[src/rtl/core/nrmt_pkg.sv]
// ----------------------------------------------------------------------------
// nrmt_pkg
// types and codes of the node rank membership table
// ----------------------------------------------------------------------------
package nrmt_pkg;

    localparam int DEF_TABLE_SIZE = 16;
    localparam int NODE_BITS      = 8;
    localparam int RANK_BITS      = 16;
    localparam int COUNT_BITS     = 5;
    localparam int MAX_RESULTS    = 16;

    localparam logic [31:0] TALK_SIG = 32'hfdb97531;
    localparam logic [15:0] TALK_LEN = 16'd8;

    localparam logic [2:0] ST_UNUSED = 3'd0;
    localparam logic [2:0] ST_WAITID = 3'd1;
    localparam logic [2:0] ST_NORANK = 3'd2;
    localparam logic [2:0] ST_ALMOST = 3'd3;
    localparam logic [2:0] ST_ACTIVE = 3'd4;

    localparam logic [2:0] ACT_INIT   = 3'd0;
    localparam logic [2:0] ACT_JOIN   = 3'd1;
    localparam logic [2:0] ACT_DROP   = 3'd2;
    localparam logic [2:0] ACT_RECV   = 3'd3;
    localparam logic [2:0] ACT_SENT   = 3'd4;
    localparam logic [2:0] ACT_ACTIVE = 3'd5;
    localparam logic [2:0] ACT_LK_RK  = 3'd6;
    localparam logic [2:0] ACT_LK_ND  = 3'd7;

    localparam logic [1:0] STS_OK      = 2'd0;
    localparam logic [1:0] STS_REJECT  = 2'd1;
    localparam logic [1:0] STS_UNKNOWN = 2'd2;
    localparam logic [1:0] STS_FULL    = 2'd3;

    localparam logic ADDR_NODE = 1'b0;

    typedef struct packed {
        logic [2:0]         action;
        logic [7:0]         node_id;
        logic               msg_is_talk;
        logic [15:0]        payload_len;
        logic [31:0]        payload_magic;
        logic [15:0]        peer_state;
        logic signed [15:0] rank_in;
    } req_t;

    typedef struct packed {
        logic               deliver;
        logic               talk_en;
        logic [7:0]         talk_dest;
        logic [2:0]         talk_state;
        logic signed [15:0] talk_rank;
        logic               found;
        logic signed [15:0] lookup_value;
        logic [1:0]         status;
        logic [4:0]         talked_count;
        logic [4:0]         ranked_count;
        logic [4:0]         active_count;
        logic               last;
    } rsp_t;

    function automatic logic is_talked(input logic [2:0] s);
        return (s == ST_NORANK) || (s == ST_ALMOST) || (s == ST_ACTIVE);
    endfunction

    function automatic logic is_ranked(input logic [2:0] s);
        return (s == ST_ALMOST) || (s == ST_ACTIVE);
    endfunction

endpackage

[src/rtl/core/node_rank_membership_table.sv]
// ----------------------------------------------------------------------------
// node_rank_membership_table
// peer table with node id, rank and state per entry; scans the table for
// every event, then reads, modifies and writes back at most one entry
// ----------------------------------------------------------------------------
// channel   | handshake                    | word
// request   | start, busy                  | req_t
// response  | response_strobe (no stall)   | rsp_t
// config    | psel, penable, pwrite, pready| 32 bit words
//
// an event scans the table, one memory read per entry, then applies the
// change and registers the result; go active with own entry and peers
// adds a second scan: one talk word per peer, up to MAX_RESULTS words
// reset clears all entry states and counts at once, no clearing pass
// the receiver cannot stall; results come one per cycle at most
// ----------------------------------------------------------------------------
module node_rank_membership_table
    import nrmt_pkg::*;
#(
    parameter int TABLE_SIZE = DEF_TABLE_SIZE
)
(
    input  logic        clk,
    input  logic        rst_n,
    input  logic        start,
    output logic        busy,
    input  req_t        request,
    output logic        response_strobe,
    output rsp_t        response,
    input  logic        psel,
    input  logic        penable,
    input  logic        pwrite,
    input  logic [2:0]  paddr,
    input  logic [31:0] pwdata,
    output logic [31:0] prdata,
    output logic        pready
);

    localparam int IW = (TABLE_SIZE > 1) ? $clog2(TABLE_SIZE) : 1;
    localparam int CW = $clog2(TABLE_SIZE + 1);

    localparam logic [1:0] S_IDLE  = 2'd0;
    localparam logic [1:0] S_SCAN  = 2'd1;
    localparam logic [1:0] S_APPLY = 2'd2;
    localparam logic [1:0] S_EMIT  = 2'd3;

    logic [1:0]           state_reg, state_next;
    logic [IW:0]          cnt_reg, cnt_next;
    logic                 d_vld_reg, d_vld_next;
    logic [IW-1:0]        d_idx_reg, d_idx_next;
    req_t                 req_reg, req_next;

    logic                 me_hit_reg, me_hit_next;
    logic [IW-1:0]        me_idx_reg, me_idx_next;
    logic [2:0]           me_st_reg, me_st_next;
    logic [15:0]          me_rk_reg, me_rk_next;
    logic                 id_hit_reg, id_hit_next;
    logic [IW-1:0]        id_idx_reg, id_idx_next;
    logic [2:0]           id_st_reg, id_st_next;
    logic [15:0]          id_rk_reg, id_rk_next;
    logic                 fr_hit_reg, fr_hit_next;
    logic [IW-1:0]        fr_idx_reg, fr_idx_next;
    logic                 tw_hit_reg, tw_hit_next;
    logic [IW-1:0]        tw_idx_reg, tw_idx_next;
    logic                 lk_hit_reg, lk_hit_next;
    logic [15:0]          lk_val_reg, lk_val_next;
    logic [CW-1:0]        peer_reg, peer_next;
    logic [4:0]           emit_reg, emit_next;

    logic [4:0]           talked_reg, talked_next;
    logic [4:0]           ranked_reg, ranked_next;
    logic [4:0]           active_reg, active_next;

    logic                 rsp_vld_reg, rsp_vld_next;
    rsp_t                 rsp_reg, rsp_next;

    logic [NODE_BITS-1:0] my_node_reg;
    logic [14:0]          my_rank_reg;

    logic [2:0]           ent_st_reg [TABLE_SIZE];
    logic [NODE_BITS-1:0] node_mem [TABLE_SIZE];
    logic [RANK_BITS-1:0] rank_mem [TABLE_SIZE];
    logic [NODE_BITS-1:0] rd_node_reg;
    logic [RANK_BITS-1:0] rd_rank_reg;

    logic                 st_we;
    logic                 mem_we;
    logic [IW-1:0]        wr_idx;
    logic [2:0]           wr_old;
    logic [2:0]           wr_new;
    logic [NODE_BITS-1:0] wr_node;
    logic [RANK_BITS-1:0] wr_rank;

    logic [2:0]           d_st;
    logic                 d_used;
    logic                 d_peer;
    logic                 is_talk;
    logic                 cur_joined;
    logic [IW-1:0]        cur_idx;
    logic [2:0]           cur_st;
    logic [15:0]          cur_rk;
    logic                 talk_ok;
    logic [15:0]          emit_ext;
    logic [15:0]          peer_ext;
    logic                 emit_last;

    assign busy            = (state_reg != S_IDLE);
    assign response_strobe = rsp_vld_reg;
    assign response        = rsp_reg;
    assign pready          = 1'b1;
    assign prdata          = (paddr[2] == ADDR_NODE) ? {24'd0, my_node_reg}
                                                     : {17'd0, my_rank_reg};

    assign d_st   = ent_st_reg[d_idx_reg];
    assign d_used = (d_st != ST_UNUSED);
    assign d_peer = d_used && (rd_node_reg != my_node_reg);

    assign is_talk   = (req_reg.payload_len == TALK_LEN) &&
                       (req_reg.payload_magic == TALK_SIG);
    assign emit_ext  = 16'(emit_reg) + 16'd1;
    assign peer_ext  = 16'(peer_reg);
    assign emit_last = (emit_ext == peer_ext) || (emit_ext == 16'(MAX_RESULTS));

    // config registers
    always_ff @(posedge clk or negedge rst_n)
    begin
        if (!rst_n)
        begin
            my_node_reg <= '0;
            my_rank_reg <= '0;
        end
        else if (psel && penable && pwrite)
        begin
            if (paddr[2] == ADDR_NODE)
                my_node_reg <= pwdata[NODE_BITS-1:0];
            else
                my_rank_reg <= pwdata[14:0];
        end
    end

    // entry states with reset
    always_ff @(posedge clk or negedge rst_n)
    begin
        if (!rst_n)
        begin
            for (int i = 0; i < TABLE_SIZE; i++)
                ent_st_reg[i] <= ST_UNUSED;
        end
        else if (st_we)
        begin
            ent_st_reg[wr_idx] <= wr_new;
        end
    end

    // node and rank memory
    always_ff @(posedge clk)
    begin
        if (mem_we)
        begin
            node_mem[wr_idx] <= wr_node;
            rank_mem[wr_idx] <= wr_rank;
        end
        rd_node_reg <= node_mem[cnt_reg[IW-1:0]];
        rd_rank_reg <= rank_mem[cnt_reg[IW-1:0]];
    end

    // receive check on the scanned entry
    always_comb
    begin
        cur_joined = !id_hit_reg && fr_hit_reg;
        cur_idx    = id_hit_reg ? id_idx_reg : fr_idx_reg;
        cur_st     = id_hit_reg ? id_st_reg : ST_WAITID;
        cur_rk     = id_hit_reg ? id_rk_reg : 16'hffff;
        if (req_reg.rank_in[15])
            talk_ok = (req_reg.peer_state == 16'(ST_NORANK));
        else
            talk_ok = !(tw_hit_reg && (tw_idx_reg != cur_idx)) &&
                      ((req_reg.peer_state == 16'(ST_ALMOST)) ||
                       (req_reg.peer_state == 16'(ST_ACTIVE)));
    end

    always_comb
    begin
        state_next   = state_reg;
        cnt_next     = cnt_reg;
        d_vld_next   = 1'b0;
        d_idx_next   = cnt_reg[IW-1:0];
        req_next     = req_reg;
        me_hit_next  = me_hit_reg;
        me_idx_next  = me_idx_reg;
        me_st_next   = me_st_reg;
        me_rk_next   = me_rk_reg;
        id_hit_next  = id_hit_reg;
        id_idx_next  = id_idx_reg;
        id_st_next   = id_st_reg;
        id_rk_next   = id_rk_reg;
        fr_hit_next  = fr_hit_reg;
        fr_idx_next  = fr_idx_reg;
        tw_hit_next  = tw_hit_reg;
        tw_idx_next  = tw_idx_reg;
        lk_hit_next  = lk_hit_reg;
        lk_val_next  = lk_val_reg;
        peer_next    = peer_reg;
        emit_next    = emit_reg;
        talked_next  = talked_reg;
        ranked_next  = ranked_reg;
        active_next  = active_reg;
        rsp_vld_next = 1'b0;
        rsp_next     = rsp_reg;
        st_we        = 1'b0;
        mem_we       = 1'b0;
        wr_idx       = cur_idx;
        wr_old       = ST_UNUSED;
        wr_new       = ST_UNUSED;
        wr_node      = req_reg.node_id;
        wr_rank      = 16'hffff;

        case (state_reg)
            S_IDLE:
            begin
                if (start)
                begin
                    req_next    = request;
                    cnt_next    = '0;
                    me_hit_next = 1'b0;
                    id_hit_next = 1'b0;
                    fr_hit_next = 1'b0;
                    tw_hit_next = 1'b0;
                    lk_hit_next = 1'b0;
                    peer_next   = '0;
                    state_next  = S_SCAN;
                end
            end

            S_SCAN:
            begin
                if (cnt_reg < (IW + 1)'(TABLE_SIZE))
                begin
                    cnt_next   = cnt_reg + 1'b1;
                    d_vld_next = 1'b1;
                end
                if (d_vld_reg)
                begin
                    if (d_used && !me_hit_reg && rd_node_reg == my_node_reg)
                    begin
                        me_hit_next = 1'b1;
                        me_idx_next = d_idx_reg;
                        me_st_next  = d_st;
                        me_rk_next  = rd_rank_reg;
                    end
                    if (d_used && !id_hit_reg && rd_node_reg == req_reg.node_id)
                    begin
                        id_hit_next = 1'b1;
                        id_idx_next = d_idx_reg;
                        id_st_next  = d_st;
                        id_rk_next  = rd_rank_reg;
                    end
                    if (!d_used && !fr_hit_reg)
                    begin
                        fr_hit_next = 1'b1;
                        fr_idx_next = d_idx_reg;
                    end
                    if (d_used && !tw_hit_reg && rd_rank_reg == req_reg.rank_in)
                    begin
                        tw_hit_next = 1'b1;
                        tw_idx_next = d_idx_reg;
                    end
                    if (is_ranked(d_st) && !lk_hit_reg)
                    begin
                        if (req_reg.action == ACT_LK_RK &&
                            rd_rank_reg == req_reg.rank_in)
                        begin
                            lk_hit_next = 1'b1;
                            lk_val_next = 16'(rd_node_reg);
                        end
                        else if (req_reg.action == ACT_LK_ND &&
                                 rd_node_reg == req_reg.node_id)
                        begin
                            lk_hit_next = 1'b1;
                            lk_val_next = rd_rank_reg;
                        end
                    end
                    if (d_peer)
                        peer_next = peer_reg + 1'b1;
                    if (d_idx_reg == IW'(TABLE_SIZE - 1))
                        state_next = S_APPLY;
                end
            end

            S_APPLY:
            begin
                rsp_vld_next = 1'b1;
                rsp_next     = '0;
                rsp_next.last = 1'b1;
                state_next   = S_IDLE;
                case (req_reg.action)
                    ACT_INIT:
                    begin
                        if (me_hit_reg || fr_hit_reg)
                        begin
                            st_we   = 1'b1;
                            mem_we  = 1'b1;
                            wr_idx  = me_hit_reg ? me_idx_reg : fr_idx_reg;
                            wr_old  = me_hit_reg ? me_st_reg : ST_UNUSED;
                            wr_new  = ST_ALMOST;
                            wr_node = my_node_reg;
                            wr_rank = {1'b0, my_rank_reg};
                        end
                        else
                            rsp_next.status = STS_FULL;
                    end
                    ACT_JOIN:
                    begin
                        if (id_hit_reg || fr_hit_reg)
                        begin
                            rsp_next.talk_en   = 1'b1;
                            rsp_next.talk_dest = req_reg.node_id;
                            if (me_hit_reg)
                            begin
                                rsp_next.talk_state = me_st_reg;
                                rsp_next.talk_rank  = me_rk_reg;
                            end
                            else if (!id_hit_reg && req_reg.node_id == my_node_reg)
                            begin
                                rsp_next.talk_state = ST_WAITID;
                                rsp_next.talk_rank  = 16'hffff;
                            end
                            else
                            begin
                                rsp_next.talk_state = ST_UNUSED;
                                rsp_next.talk_rank  = 16'hffff;
                            end
                            if (!id_hit_reg)
                            begin
                                st_we  = 1'b1;
                                mem_we = 1'b1;
                                wr_idx = fr_idx_reg;
                                wr_new = ST_WAITID;
                            end
                        end
                        else
                            rsp_next.status = STS_FULL;
                    end
                    ACT_DROP:
                    begin
                        if (id_hit_reg)
                        begin
                            st_we  = 1'b1;
                            wr_idx = id_idx_reg;
                            wr_old = id_st_reg;
                            wr_new = ST_UNUSED;
                        end
                        else
                            rsp_next.status = STS_UNKNOWN;
                    end
                    ACT_RECV:
                    begin
                        if (!req_reg.msg_is_talk)
                            rsp_next.deliver = 1'b1;
                        else if (!id_hit_reg && !fr_hit_reg)
                            rsp_next.status = STS_FULL;
                        else
                        begin
                            wr_idx = cur_idx;
                            wr_old = id_hit_reg ? id_st_reg : ST_UNUSED;
                            wr_new = ST_WAITID;
                            st_we  = cur_joined;
                            mem_we = cur_joined;
                            if (cur_st == ST_ACTIVE)
                            begin
                                if (is_talk)
                                    rsp_next.status = STS_REJECT;
                                else
                                    rsp_next.deliver = 1'b1;
                            end
                            else if (!is_talk)
                            begin
                                if (!cur_rk[15])
                                    rsp_next.deliver = 1'b1;
                                else
                                    rsp_next.status = STS_REJECT;
                            end
                            else if (!talk_ok)
                                rsp_next.status = STS_REJECT;
                            else
                            begin
                                st_we   = 1'b1;
                                mem_we  = 1'b1;
                                wr_new  = req_reg.peer_state[2:0];
                                wr_rank = req_reg.rank_in;
                            end
                        end
                    end
                    ACT_SENT:
                    begin
                        rsp_next.deliver = !req_reg.msg_is_talk;
                    end
                    ACT_ACTIVE:
                    begin
                        if (me_hit_reg)
                        begin
                            st_we  = 1'b1;
                            wr_idx = me_idx_reg;
                            wr_old = me_st_reg;
                            wr_new = ST_ACTIVE;
                            if (peer_reg != '0)
                            begin
                                rsp_vld_next = 1'b0;
                                cnt_next     = '0;
                                emit_next    = '0;
                                state_next   = S_EMIT;
                            end
                        end
                    end
                    default:
                    begin
                        rsp_next.found        = lk_hit_reg;
                        rsp_next.lookup_value = lk_hit_reg ? lk_val_reg : 16'hffff;
                    end
                endcase
                if (st_we)
                begin
                    talked_next = talked_reg - 5'(is_talked(wr_old)) + 5'(is_talked(wr_new));
                    ranked_next = ranked_reg - 5'(is_ranked(wr_old)) + 5'(is_ranked(wr_new));
                    active_next = active_reg - 5'(wr_old == ST_ACTIVE) +
                                  5'(wr_new == ST_ACTIVE);
                end
                rsp_next.talked_count = talked_next;
                rsp_next.ranked_count = ranked_next;
                rsp_next.active_count = active_next;
            end

            S_EMIT:
            begin
                if (cnt_reg < (IW + 1)'(TABLE_SIZE))
                begin
                    cnt_next   = cnt_reg + 1'b1;
                    d_vld_next = 1'b1;
                end
                if (d_vld_reg)
                begin
                    if (d_peer && emit_reg < 5'(MAX_RESULTS))
                    begin
                        rsp_vld_next          = 1'b1;
                        rsp_next              = '0;
                        rsp_next.talk_en      = 1'b1;
                        rsp_next.talk_dest    = rd_node_reg;
                        rsp_next.talk_state   = ST_ACTIVE;
                        rsp_next.talk_rank    = me_rk_reg;
                        rsp_next.talked_count = talked_reg;
                        rsp_next.ranked_count = ranked_reg;
                        rsp_next.active_count = active_reg;
                        rsp_next.last         = emit_last;
                        emit_next             = emit_reg + 1'b1;
                    end
                    if (d_idx_reg == IW'(TABLE_SIZE - 1))
                        state_next = S_IDLE;
                end
            end

            default:
            begin
                state_next = S_IDLE;
            end
        endcase
    end

    always_ff @(posedge clk or negedge rst_n)
    begin
        if (!rst_n)
        begin
            state_reg   <= S_IDLE;
            cnt_reg     <= '0;
            d_vld_reg   <= 1'b0;
            me_hit_reg  <= 1'b0;
            id_hit_reg  <= 1'b0;
            fr_hit_reg  <= 1'b0;
            tw_hit_reg  <= 1'b0;
            lk_hit_reg  <= 1'b0;
            peer_reg    <= '0;
            emit_reg    <= '0;
            talked_reg  <= '0;
            ranked_reg  <= '0;
            active_reg  <= '0;
            rsp_vld_reg <= 1'b0;
        end
        else
        begin
            state_reg   <= state_next;
            cnt_reg     <= cnt_next;
            d_vld_reg   <= d_vld_next;
            me_hit_reg  <= me_hit_next;
            id_hit_reg  <= id_hit_next;
            fr_hit_reg  <= fr_hit_next;
            tw_hit_reg  <= tw_hit_next;
            lk_hit_reg  <= lk_hit_next;
            peer_reg    <= peer_next;
            emit_reg    <= emit_next;
            talked_reg  <= talked_next;
            ranked_reg  <= ranked_next;
            active_reg  <= active_next;
            rsp_vld_reg <= rsp_vld_next;
        end
    end

    always_ff @(posedge clk)
    begin
        d_idx_reg  <= d_idx_next;
        req_reg    <= req_next;
        me_idx_reg <= me_idx_next;
        me_st_reg  <= me_st_next;
        me_rk_reg  <= me_rk_next;
        id_idx_reg <= id_idx_next;
        id_st_reg  <= id_st_next;
        id_rk_reg  <= id_rk_next;
        fr_idx_reg <= fr_idx_next;
        tw_idx_reg <= tw_idx_next;
        lk_val_reg <= lk_val_next;
        rsp_reg    <= rsp_next;
    end

endmodule

[config.mk]
export PLATFORM = sky130hd
export DESIGN_NAME = node_rank_membership_table
export DESIGN_NICKNAME = d
export VERILOG_FILES = /design/src/rtl/core/nrmt_pkg.sv /design/src/rtl/core/node_rank_membership_table.sv
export SDC_FILE = /design/constraint.sdc
export NUM_CORES = 1
export LEC_CHECK = 0
export BUFFER_PORTS_ARGS = -buffer_cell sky130_fd_sc_hd__buf_4
export CAP_MARGIN = 20
export CORE_MARGIN = 2
export CORE_UTILIZATION = 50
export DETAILED_ROUTE_END_ITERATION = 10
export PLACE_DENSITY = 0.68
export SETUP_SLACK_MARGIN = 0.02
export SLEW_MARGIN = 20
export SYNTH_ARGS = -nofsm -noshare
export SYNTH_HDL_FRONTEND = slang
export SYNTH_SLANG_ARGS = --single-unit
[constraint.sdc]
create_clock -name clk -period 9.1 [get_ports clk]
set_input_delay 1.365 -clock clk [delete_from_list [all_inputs] [get_ports clk]]
set_output_delay 1.365 -clock clk [all_outputs]
set_load 0.03 [all_outputs]
Yosys cells after proc, flatten, opt, wreduce, memory -nomap -nowiden
Memories as Yosys holds them, arrays and structs flattened. A register that Yosys moved wholly into a read port is not among the register bits.
Index checks and enable logic that the tools add are counted.
{"block": "op_classes", "n_addsub": 10, "n_lt_le_gt_ge": 5, "n_eq_ne": 50, "n_mux": 145, "bitwise": 3, "n_reduce_logical": 68}
{"op": "$mux W16", "count": 10}
{"op": "$mux W64", "count": 2}
{"op": "$pmux W64 S2", "count": 1}
{"op": "$mux W5", "count": 12}
{"op": "$mux W3", "count": 19}
{"op": "$mux W28", "count": 2}
{"op": "$bwmux W48", "count": 1}
{"op": "$mux W1", "count": 46}
{"op": "$mux W17", "count": 2}
{"op": "$eq A16 B2 Y1 const B", "count": 2}
{"op": "$eq A32 B32 Y1 const B", "count": 1}
{"op": "$mux W2", "count": 16}
{"op": "$mux W4", "count": 8}
{"op": "$mux W8", "count": 4}
{"op": "$pmux W16 S2", "count": 1}
{"op": "$ne A2 B2 Y1 const B", "count": 14}
{"op": "$eq A3 B3 Y1 const B", "count": 8}
{"op": "$eq A8 B8 Y1", "count": 3}
{"op": "$pmux W3 S4", "count": 2}
{"op": "$reduce_and A4 Y1", "count": 6}
{"op": "$eq A3 B2 Y1 const B", "count": 7}
{"op": "$logic_and A1 B1 Y1", "count": 21}
{"op": "$pmux W5 S2", "count": 2}
{"op": "$mux W19", "count": 1}
{"op": "44 further kinds", "count": 90}
{"block": "totals", "ff_bits": 340, "ramBits": 384, "inputBits": 133, "wordCells": 345, "memories": 2}
{"memory": "rank_mem", "words": 16, "word_bits": 16, "read_ports": 1, "rd_clocked_by_memory_dff": 1, "wr": 1, "line": "node_rank_membership_table.sv:82", "source": "logic [RANK_BITS-1:0] rank_mem [TABLE_SIZE];"}
{"memory": "node_mem", "words": 16, "word_bits": 8, "read_ports": 1, "rd_clocked_by_memory_dff": 1, "wr": 1, "line": "node_rank_membership_table.sv:81", "source": "logic [NODE_BITS-1:0] node_mem [TABLE_SIZE];"}

Longest topological paths before layout
Gate-level depths: netlist (run 1).
{"block": "logic_depth", "ltp_word": 19, "ltp_mapped": 21}

Worst setup path before layout (run 1)
Ideal clock, no wire load.
{"block": "synth_path", "path_type": "register to register", "from": "reg d_idx_reg[1]", "to": "reg rsp_reg (netlist bit response[0]), enable pin", "setup_time_ps": 574, "t_arrival_ps": 6211, "slack_ps": 2314, "path_stages_with_launch": 9, "n_path_buf": 2, "path_cell_list": "dfxtp_1 buf_2 buf_2 nor3_1 o211ai_1 nand4_1 o211ai_2 nand3_1 o21ai_0"}
{"block": "synth_between", "elab_chain_cells": 9}
{"item": "from (decl)", "line": "node_rank_membership_table.sv:50", "source": "logic [IW-1:0] d_idx_reg, d_idx_next;"}
{"item": "from (signal assigned)", "line": "node_rank_membership_table.sv:508", "source": "d_idx_reg <= d_idx_next;"}
{"item": "$not A4 Y5 (not written as such)", "line": "node_rank_membership_table.sv:114", "source": "assign d_st = ent_st_reg[d_idx_reg];"}
{"item": "$bmux W3 S4", "line": "node_rank_membership_table.sv:114"}
{"item": "$mux W3 (not written as such) (2 in a row)", "line": "node_rank_membership_table.sv:114"}
{"item": "$reduce_bool A3 Y1", "line": "node_rank_membership_table.sv:115", "source": "assign d_used = (d_st != ST_UNUSED);"}
{"item": "$logic_and A1 B1 Y1", "line": "node_rank_membership_table.sv:116", "source": "assign d_peer = d_used && (rd_node_reg != my_node_reg);"}
{"item": "$logic_and A1 B1 Y1", "line": "node_rank_membership_table.sv:442", "source": "if (d_peer && emit_reg < 5'(MAX_RESULTS))"}
{"item": "$ne A2 B2 Y1 (no source line)"}
{"item": "$reduce_and A3 Y1 (no source line)"}
{"item": "to (signal assigned)", "line": "node_rank_membership_table.sv:519", "source": "rsp_reg <= rsp_next;"}
{"item": "to (decl)", "line": "node_rank_membership_table.sv:75", "source": "rsp_t rsp_reg, rsp_next;"}
Every way passes these cells. The select of a mux whose other input is x is not followed.
A chain may end at the register's enable or synchronous reset.

==> results.json, run 1 <==
{
  "status": "finished, final reports clean",
  "crit_cells": 14,
  "leakage_uw": 0.01291,
  "power.internal_uw": 6593,
  "p_per_area_nw_per_um2": 263.7,
  "yosysSeqAreaShare": 0.7111,
  "synth_fa_ha_area_frac": 0.009998,
  "synth_compound_area_frac": 0.03449,
  "cts_setup_buffers": 0,
  "die_h_um": 248.1,
  "synthToLayoutAreaGrowth_pct": 16.66,
  "synth-edff-count": 595,
  "drt-initial-drc-count": 1418,
  "holdWs_ps": 486.4,
  "ios": 232,
  "synth.area.mux_share": 0.1456,
  "final_area_um2": 34740,
  "path_cells": "and3b_1, nand3b_1, nor4bb_1, a21o_1, a21oi_1, ha_1, inv_1, ha_1, fa_1, a21o_1, a21oi_1, xnor2_1, nand2_1, xnor2_1",
  "nets": 2067,
  "yosys.area_share.simple": 0.05692,
  "finalSetupViolations": 0,
  "worstPathRequired_ps": 9470,
  "clk_pin_slew_ps": 60,
  "grt_max_degree": 76,
  "gp_congestion": 0.8527,
  "ir_drop_mv": 0.2245,
  "h-tree-depth": 3,
  "hpwlAfterDp_mm": 42.13,
  "grt_use_total": 0.2290,
  "io_buffers": 194,
  "start_util": 0.5056,
  "hold_viol_final": 0,
  "crit_path_start_kind": "register",
  "path_max_fanout": 21,
  "swShare": 0.2804,
  "drt-total-wl_mm": 69.10,
  "antenna_found_initial": 0,
  "slew_viol_final": 0,
  "die_w_um": 248.1,
  "critPathMaxStageDelay_ps": 1020,
  "drc": 0,
  "worstSkewPairLatency_ps": 630,
  "cp.arrival_ps": 5690,
  "synth.distinct_cells": 79,
  "grt_pass1_vias": 16274,
  "hold_depth": 1,
  "holdBufCountCts": 0,
  "synth_top_cell_area_share": 0.5999,
  "fin_crit_ps": 5321,
  "rows": 89,
  "end_kind": "register",
  "max_freq_mhz": 187.9,
  "min_period_over_period": 0.5848,
  "cts_resized": 0,
  "grt_first_pass_wirelength_mm": 101.9,
  "syn_area_um2": 29780,
  "slew_headroom": 0.2458,
  "cts_buffers": 77,
  "syn_area_per_cell_um2": 17.70,
  "async_reset_ff_frac": 0.1501,
  "dpl_cell_area_um2": 32170,
  "postRouteAntennaNets": 0,
  "drt-wirelength-per-cell_um": 25.15,
  "synth_largest_area_cell": "edfxtp_1",
  "cp_top_family": "simple AND/OR/NAND/NOR gates",
  "synth-xor-area-share": 0.01941,
  "rsz0062_at_grt": "false",
  "largest_register_ffs": 256,
  "synth-main-ff-cell": "edfxtp_1",
  "cpMaxStageDelayCell": "and3b_1",
  "tns_ps": 0,
  "synth_top_family_by_area": "multiplexers",
  "criticalPathCategory": "register to register",
  "vias_per_cell": 5.835,
  "synthTopCellsByArea": "edfxtp_1 (60%), mux4_2 (10%), dfrtp_1 (9.2%)",
  "dr.pass1.iters": 7,
  "hold_class": "register to register",
  "crit_buf_inv": 1,
  "die-area_um2": 61540,
  "tritoncts": "built",
  "clockBufferDepth": 3,
  "clock_power_share": 0.343,
  "final_cells": 2748,
  "ys_warn_count": 0,
  "vias": 16034,
  "rr_worst_depth": 14,
  "syn_inst": 1683,
  "cts-root-buf": "clkbuf_16",
  "switchingPower_uw": 2569,
  "n_antenna_cell": 0,
  "drive_above_1_share": 0.3013,
  "grt-ovfl-total": 0,
  "dp.cells": 2605,
  "max-cap-violations": 0,
  "clock-sinks": 733,
  "worst_clock_skew_ps": 25.91,
  "core_um2": 58910,
  "power_frac_comb": 0.187,
  "seqPwrFrac": 0.471,
  "tightest_slew_ps": 1131,
  "ys_seq_elements": 733
}
placed cells by master (no fill, tap or decap), drive strengths merged, types with 5 or more instances in the layout:
cell    instances
edfxtp        595
buf           229
mux4          132
dfrtp         110
mux2          106
clkbuf        100
nand2          70
inv            57
nor2           57
nand3          48
o21ai          43
xnor2          35
xor2           31
a21oi          30
dfxtp          28
a21o           26
clkinv         26
ha             19
conb           18
nor3           18
mux2i          17
nor2b          17
nand4          15
nor4           14
and2           11
nand2b         10
a22o           10
a211oi          9
and3            8
bufinv          7
a21boi          5
o211ai          5
power groups by stage:
| stage | sequential [uW] | combinational, uW | clock [uW] |
|---|---|---|---|
| floorplan | 4180 | 1320 | 0 |
| global placement | 4370 | 1700 | 0 |
| detailed placement | 4380 | 1720 | 0 |
| CTS | 4310 | 1730 | 3200 |
| global route | 4340 | 1850 | 3330 |
| finish | 4310 | 1710 | 3140 |
stage by stage:
step                total power [uW]  setup WS, ps    util
floorplan                       5503          2314       -
global placement                6066          3924  0.5461
detailed placement              6100          3797  0.5461
CTS                             9241          3767  0.5896
global route                    9523          3417  0.5898
finish                          9162          3779  0.5898
kinds of logic after synthesis:
group | Yosys count
AO/OA/AOI/OAI | 153
XOR/XNOR | 66
adder cells (fa/ha/maj) | 22
buffers and inverters | 147
flip-flops | 733
multiplexers | 255
other | 2
AND/OR/NAND/NOR | 305
synth_stat cells, types with 32 or more instances:
master,n
edfxtp_1,595
xnor2_1,35
mux2_2,58
clkbuf_1,45
mux4_2,132
o21ai_0,32
mux2_1,48
nand2_1,70
dfrtp_1,110
nor2_1,57
inv_1,52
nand3_1,34
worst register-to-register path: stages, from the launching register on:
cell and delay [ps]:
edfxtp_1 830, and3b_1 1020, nand3b_1 350, nor4bb_1 440, a21o_1 590, a21oi_1 90
ha_1 320, inv_1 50, ha_1 200, fa_1 430, a21o_1 190, a21oi_1 180
xnor2_1 160, nand2_1 90, xnor2_1 130
worst paths after layout:
| path | start | end | slack, ps |
|---|---|---|---|
| min in group asynchronous | rst_n | ent_st_reg[16] | 800 |
| max reg2reg | req_reg[89] | response[10] | 3780 |
| min | ent_st_reg[39] | ent_st_reg[39] | 490 |
| min reg2reg | ent_st_reg[39] | ent_st_reg[39] | 490 |
| max in group asynchronous | rst_n | cnt_reg[1] | 6870 |
| max | req_reg[89] | response[10] | 3780 |
cell type report:
| type | count | area (um2) |
|---|---|---|
| multi-input cells | 819 | 8104 |
| flip-flops and latches | 733 | 21190 |
| clock inverters | 42 | 467.9 |
| repair buffers | 229 | 1723 |
| clock buffers | 100 | 2095 |
| inverters | 52 | 197.7 |
| well taps | 773 | 967.2 |
| fillers | 4351 | 24160 |
layer usage:
layer / vias to the layer above / GRT usage / part of all wire
met2: 645 / 0.3766 / 0.49
met5: - / 0 / 0
met1: 8268 / 0.3116 / 0.40
met4: 0 / 0.07661 / 0.024
li1: 7003 / - / -
met3: 118 / 0.04094 / 0.078
Note: power is estimated with default switching activity, not from simulation.
==> run 2, diff against run 1 <==
--- a/config.mk
+++ b/config.mk
@@ -5,12 +5,13 @@
 export SDC_FILE = /design/constraint.sdc
 export NUM_CORES = 1
 export LEC_CHECK = 0
+export ABC_AREA = 1
 export BUFFER_PORTS_ARGS = -buffer_cell sky130_fd_sc_hd__buf_4
 export CAP_MARGIN = 20
 export CORE_MARGIN = 2
 export CORE_UTILIZATION = 50
 export DETAILED_ROUTE_END_ITERATION = 10
-export PLACE_DENSITY = 0.68
+export PLACE_DENSITY = 0.71
 export SETUP_SLACK_MARGIN = 0.02
 export SLEW_MARGIN = 20
 export SYNTH_ARGS = -nofsm -noshare
==> constraint.sdc (replaced) <==
create_clock -name clk -period 4.84 [get_ports clk]
set_input_delay 0.726 -clock clk [delete_from_list [all_inputs] [get_ports clk]]
set_output_delay 0.726 -clock clk [all_outputs]
set_load 0.03 [all_outputs]
==> run 2 against run 1 <==
Against the previous run:
- area after synthesis increased by 3.2%
- synthesized cell count increased by 59%
- register-to-register slack got worse by 3300 ps
- sequential share of layout area fell by 1.2 points
- count of clock-buffer cells in the layout increased by 11
- largest power group unchanged
==> results.json, run 2 <==
{
  "cts_setup_buffers": 0,
  "max_freq_mhz": 228.8,
  "clock-sinks": 733,
  "leakage_uw": 0.01395,
  "synth-edff-count": 595,
  "end_kind": "register",
  "slew_headroom": 0.2894,
  "regToRegStartpoint": "id_hit_reg",
  "hpwlAfterDp_mm": 49.62,
  "syn_area_um2": 30730,
  "grt_use_total": 0.2530,
  "cts_resized": 0,
  "holdBufCountCts": 0,
  "p_per_area_nw_per_um2": 532.9,
  "synthToLayoutAreaGrowth_pct": 15.33,
  "final_cell_mix": "edfxtp_1 (595), nand2_1 (480), nor2_1 (383)",
  "clk_pin_slew_ps": 60,
  "die_h_um": 251.9,
  "hold_viol_final": 0,
  "fin_crit_ps": 4370,
  "rr_worst_depth": 27,
  "grt-ovfl-total": 0,
  "async_reset_ff_frac": 0.1501,
  "dr.pass1.iters": 6,
  "rows": 90,
  "slew_viol_final": 0,
  "ys_seq_elements": 733,
  "final_area_um2": 35440,
  "dp_slack_ps": 552.5,
  "worstSkewPairLatency_ps": 630,
  "layout_setup_ws_ps": 469.5,
  "drive_above_1_share": 0.1528,
  "drt-wirelength-per-cell_um": 21.83,
  "worstPathRequired_ps": 5220,
  "crit_end": "response[10]",
  "rsz0062_at_grt": "false",
  "yosysSeqAreaShare": 0.6893,
  "gp_congestion": 0.9454,
  "criticalPathCategory": "register to register",
  "holdWs_ps": 15.99,
  "path_max_fanout": 18,
  "ios": 232,
  "die-area_um2": 63460,
  "h-tree-depth": 3,
  "status": "finished, final reports clean",
  "vias_per_cell": 5.763,
  "r2r_setup_slack_ps": 470,
  "dpl_cell_area_um2": 33020,
  "critPathLaunch": "id_hit_reg",
  "cp.arrival_ps": 4750,
  "tritoncts": "built",
  "drt-initial-drc-count": 2450,
  "largest_register_ffs": 256,
  "ir_drop_mv": 0.3682,
  "min_period_over_period": 0.9030,
  "crit_path_start_kind": "register",
  "grt_first_pass_wirelength_mm": 121.2,
  "tightest_slew_ps": 1066,
  "start_util": 0.5072,
  "synth.distinct_cells": 53,
  "reg2reg_to": "response[10]",
  "postRouteAntennaNets": 0,
  "synth_commonest_cells": "edfxtp_1 (595), nand2_1 (480), nor2_1 (401)",
  "synthTopCellsByArea": "edfxtp_1 (58%), dfrtp_1 (9.0%), nand2_1 (5.9%)",
  "drc": 0,
  "yosysMostFrequentCell": "edfxtp_1",
  "grt_max_degree": 119,
  "vias": 21369,
  "cts_buffers": 74,
  "n_antenna_cell": 0,
  "finalSetupViolations": 0,
  "tns_ps": 0,
  "synth-main-ff-cell": "edfxtp_1",
  "layout_commonest_cell": "edfxtp_1",
  "max-cap-violations": 0,
  "drt-total-wl_mm": 80.96,
  "core_um2": 60580,
  "ys_warn_count": 0,
  "syn_area_per_cell_um2": 11.51,
  "cts-root-buf": "clkbuf_16",
  "die_w_um": 251.9,
  "worst_clock_skew_ps": 25.04,
  "synth_largest_area_cell": "edfxtp_1",
  "hold_class": "input port to async pin",
  "antenna_found_initial": 1,
  "syn_inst": 2670,
  "synth_top_cell_area_share": 0.5815,
  "io_buffers": 194,
  "clockBufferDepth": 3,
  "nets": 3019,
  "grt_pass1_vias": 20720
}
## run 2: cell count changes in the layout (fill, tap and decap cells not counted), moves of 26 or more
cell	change
o32ai_1	+60
mux4_2	-132
a21o_1	-26
mux2_1	-48
nor2_1	+342
o21ai_0	+181
o221ai_1	+36
mux2_2	-51
o21ai_1	+29
nand2_1	+410
nand3_1	+59
inv_1	+130
## run 2: power breakdown
group,leakage (uW),switching [uW],internal (uW)
Sequential,0.00739,652,7450
Combinational,0.00537,3460,1600
Clock,0.00118,2420,3300
## run 2: worst min path at each step
stage	slack (ps)	cells past startpoint	from	end
after global placement	390	0	cnt_reg[3]	d_idx_reg[3]
final	20	1	rst_n	d_vld_reg
after CTS	3	1	rst_n	cnt_reg[0]
after global routing	20	1	rst_n	d_vld_reg
after floorplan	370	0	cnt_reg[3]	d_idx_reg[3]
after detailed placement	400	0	cnt_reg[3]	d_idx_reg[3]
## run 2: kinds of logic after synthesis
family          share of synthesized area
mux                               0.01429
compound gates                    0.08498
xor+xnor                          0.01112
other cells                     0.0002444
flops                              0.6893
fa+ha+maj                        0.009691
buf+inv                           0.04434
simple gates                       0.1461
## run 2: worst max-delay path: stages (launching register included)
cell and delay (ps):
dfrtp_1 670, inv_2 210, nand2_1 120, nand2_1 80
nand2_1 70, nand2_1 50, nor2_1 100, nand2_1 70
nand2_1 70, nand2_1 60, nand2_1 90, nand3_2 160
o21ai_1 200, inv_1 310, nand3_1 170, nand2_1 80
ha_1 280, inv_1 40, ha_1 210, fa_1 450
nand2_1 90, nand2_1 50, a21oi_1 140, xor2_1 80
nand2_1 70, nand2_1 70, nand2_1 60, nand2_1 50
## run 2: metal layers
layer | vias up | GRT usage | routed length [um]
li1 | 9657 | - | -
met1 | 10430 | 0.3451 | 32530
met2 | 1079 | 0.3989 | 37800
met3 | 203 | 0.05344 | 7596
met4 | 0 | 0.1014 | 3031
met5 | - | 0 | 0
## run 2: stage by stage
stage                 util  std cells  power, uW
floorplan                -       2686      11460
global placement    0.5450       3570      13020
detailed placement  0.5450       3570      13190
CTS                 0.5850       3708      18880
global route        0.5850       3708      19720
finish              0.5850       3708      18890
## run 2: final cells by class
type	instances	area (um2)
inverter	195	737.0
multi-input combinational	1622	8300
sequential	733	21190
tap	782	978.4
fill	4884	25140
timing repair buffer	238	1812
clock inverter	27	334.1
clock buffer	111	2091
==> run 3, diff against run 2 <==
--- a/config.mk
+++ b/config.mk
@@ -11,6 +11,7 @@
 export CORE_MARGIN = 2
 export CORE_UTILIZATION = 50
 export DETAILED_ROUTE_END_ITERATION = 10
+export HOLD_SLACK_MARGIN = 0.05
 export PLACE_DENSITY = 0.71
 export SETUP_SLACK_MARGIN = 0.02
 export SLEW_MARGIN = 20
==> run 3 against run 2 <==
Against the previous run:
- cell area hardly changed
- sequential share of layout area hardly changed
- setup slack better by 31 ps
- sequential power hardly changed
- combinational power hardly changed
- first-iteration DRC count is 1.3% higher
==> results.json, run 3 (synthesized netlist as in run 2, its figures left out) <==
{
  "status": "finished, final reports clean",
  "largest_register_ffs": 256,
  "clockBufferDepth": 3,
  "seqPwrFrac": 0.429,
  "core_um2": 60580,
  "power.internal_uw": 12350,
  "ir_drop_mv": 0.3688,
  "antenna_found_initial": 1,
  "gp_congestion": 0.9454,
  "hold_class": "input port to register",
  "dr_wl_met2_mm": 37.93,
  "cts_buffers": 74,
  "postRouteAntennaNets": 0,
  "drt-wirelength-per-cell_um": 21.80,
  "vias": 21416,
  "p_per_area_nw_per_um2": 532.9,
  "end_kind": "register",
  "min_period_over_period": 0.8966,
  "tightest_slew_ps": 1064,
  "max-cap-violations": 0,
  "swShare": 0.3462,
  "rr_worst_depth": 27,
  "drive_above_1_share": 0.1527,
  "power_frac_comb": 0.269,
  "tritoncts": "built",
  "dr.pass1.iters": 8,
  "grt-ovfl-total": 0,
  "dp_slack_ps": 552.5,
  "final_area_um2": 35450,
  "rsz0062_at_grt": "false",
  "critPathLaunch": "id_hit_reg",
  "synthToLayoutAreaGrowth_pct": 15.37,
  "crit_path_start_kind": "register",
  "die-area_um2": 63460,
  "clock-sinks": 733,
  "cp.arrival_ps": 4720,
  "clk_pin_slew_ps": 60,
  "fin_crit_ps": 4340,
  "slew_viol_final": 0,
  "critPathMaxStageDelay_ps": 650,
  "topRoutingLayerUsed": "met4",
  "grt_use_total": 0.2530,
  "met3_length_mm": 7.515,
  "path_max_fanout": 18,
  "worstPathRequired_ps": 5220,
  "vias_per_cell": 5.774,
  "nFillCells": 4884,
  "regToRegStartpoint": "id_hit_reg",
  "rows": 90,
  "max_freq_mhz": 230.4,
  "hpwlAfterDp_mm": 49.62,
  "worstSkewPairLatency_ps": 630,
  "reg2reg_to": "response[10]",
  "drc": 0,
  "grt_max_degree": 119,
  "worst_clock_skew_ps": 20.34,
  "drt-initial-drc-count": 2482,
  "cts-root-buf": "clkbuf_16",
  "cpMostUsedCell": "nand2_1",
  "layout_commonest_cell": "edfxtp_1",
  "switchingPower_uw": 6540,
  "die_w_um": 251.9,
  "clock_power_share": 0.302,
  "r2r_setup_slack_ps": 500,
  "drt-total-wl_mm": 80.87,
  "tns_ps": 0,
  "cpMaxStageDelayCell": "dfrtp_1",
  "h-tree-depth": 3,
  "nets": 3020,
  "start_util": 0.5072,
  "grt_first_pass_wirelength_mm": 121.3,
  "io_buffers": 194,
  "routedLengthMet1_mm": 32.39,
  "n_antenna_cell": 0,
  "die_h_um": 251.9,
  "cts_setup_buffers": 0,
  "layout_setup_ws_ps": 500.5,
  "ios": 232,
  "final_cell_mix": "edfxtp_1 (595), nand2_1 (480), nor2_1 (383)",
  "finalSetupViolations": 0,
  "dpl_cell_area_um2": 33020,
  "crit_end": "response[10]",
  "grt_pass1_vias": 20734,
  "slew_headroom": 0.2908,
  "leakage_uw": 0.01395,
  "criticalPathCategory": "register to register",
  "hold_viol_final": 0
}
==> run 3: final cells by class <==
cell class / count / area, um2 / share of cell area
sequential: 733 / 21190 / 0.5977
multi-input combinational: 1622 / 8300 / 0.2341
clock buffer: 111 / 2091 / 0.05898
timing repair buffer: 239 / 1822 / 0.05139
tap: 782 / 978.4 / 0.02760
inverter: 195 / 737.0 / 0.02079
clock inverter: 27 / 334.1 / 0.009424
==> run 3: worst min path at each step <==
stage	slack (ps)	end	cells after the start	from
floorplan	370	d_idx_reg[3]	0	cnt_reg[3]
global placement	390	d_idx_reg[3]	0	cnt_reg[3]
global route	260	req_reg[9]	1	request[9]
finish	280	req_reg[45]	1	request[45]
detailed placement	400	d_idx_reg[3]	0	cnt_reg[3]
CTS	250	req_reg[83]	1	request[83]
==> run 3: power by group through the flow <==
stage / Sequential (uW) / Combinational (uW) / Clock [uW]
after floorplan: 8040 / 3420 / 0
after global placement: 8190 / 4830 / 0
after detailed placement: 8210 / 4980 / 0
after CTS: 8090 / 5020 / 5780
after global routing: 8160 / 5540 / 6020
final: 8100 / 5080 / 5710
==> run 3: per-stage QoR <==
stage / util / std cells / hold WS (ps) / power [uW]
after floorplan: - / 2686 / 374.9 / 11460
after global placement: 0.5450 / 3570 / 388.0 / 13020
after detailed placement: 0.5450 / 3570 / 399.7 / 13190
after CTS: 0.5852 / 3709 / 254.0 / 18880
after global routing: 0.5852 / 3709 / 257.9 / 19720
final: 0.5852 / 3709 / 277.8 / 18890
==> run 3: metal layers <==
| layer | vias up | GRT usage |
|---|---|---|
| li1 | 9666 | - |
| met4 | 0 | 0.1014 |
| met3 | 206 | 0.05334 |
| met1 | 10448 | 0.3451 |
| met5 | - | 0 |
| met2 | 1096 | 0.3991 |
==> run 3: what timing repair did <==
item | in CTS | in global routing
gates resized for setup | 0 | 0
hold endpoints to repair | 21 | 0
hold buffers | 1 | 0
endpoints found under the setup margin | 0 | 0
==> run 3: critical path, delay by kind of cell, from the launching register on <==
family / cells / cell delay [ps]
buf+inv: 3 / 560
compound gates: 2 / 340
fa+ha+maj: 3 / 940
xor+xnor: 1 / 80
flops: 1 / 650
simple gates: 18 / 1520
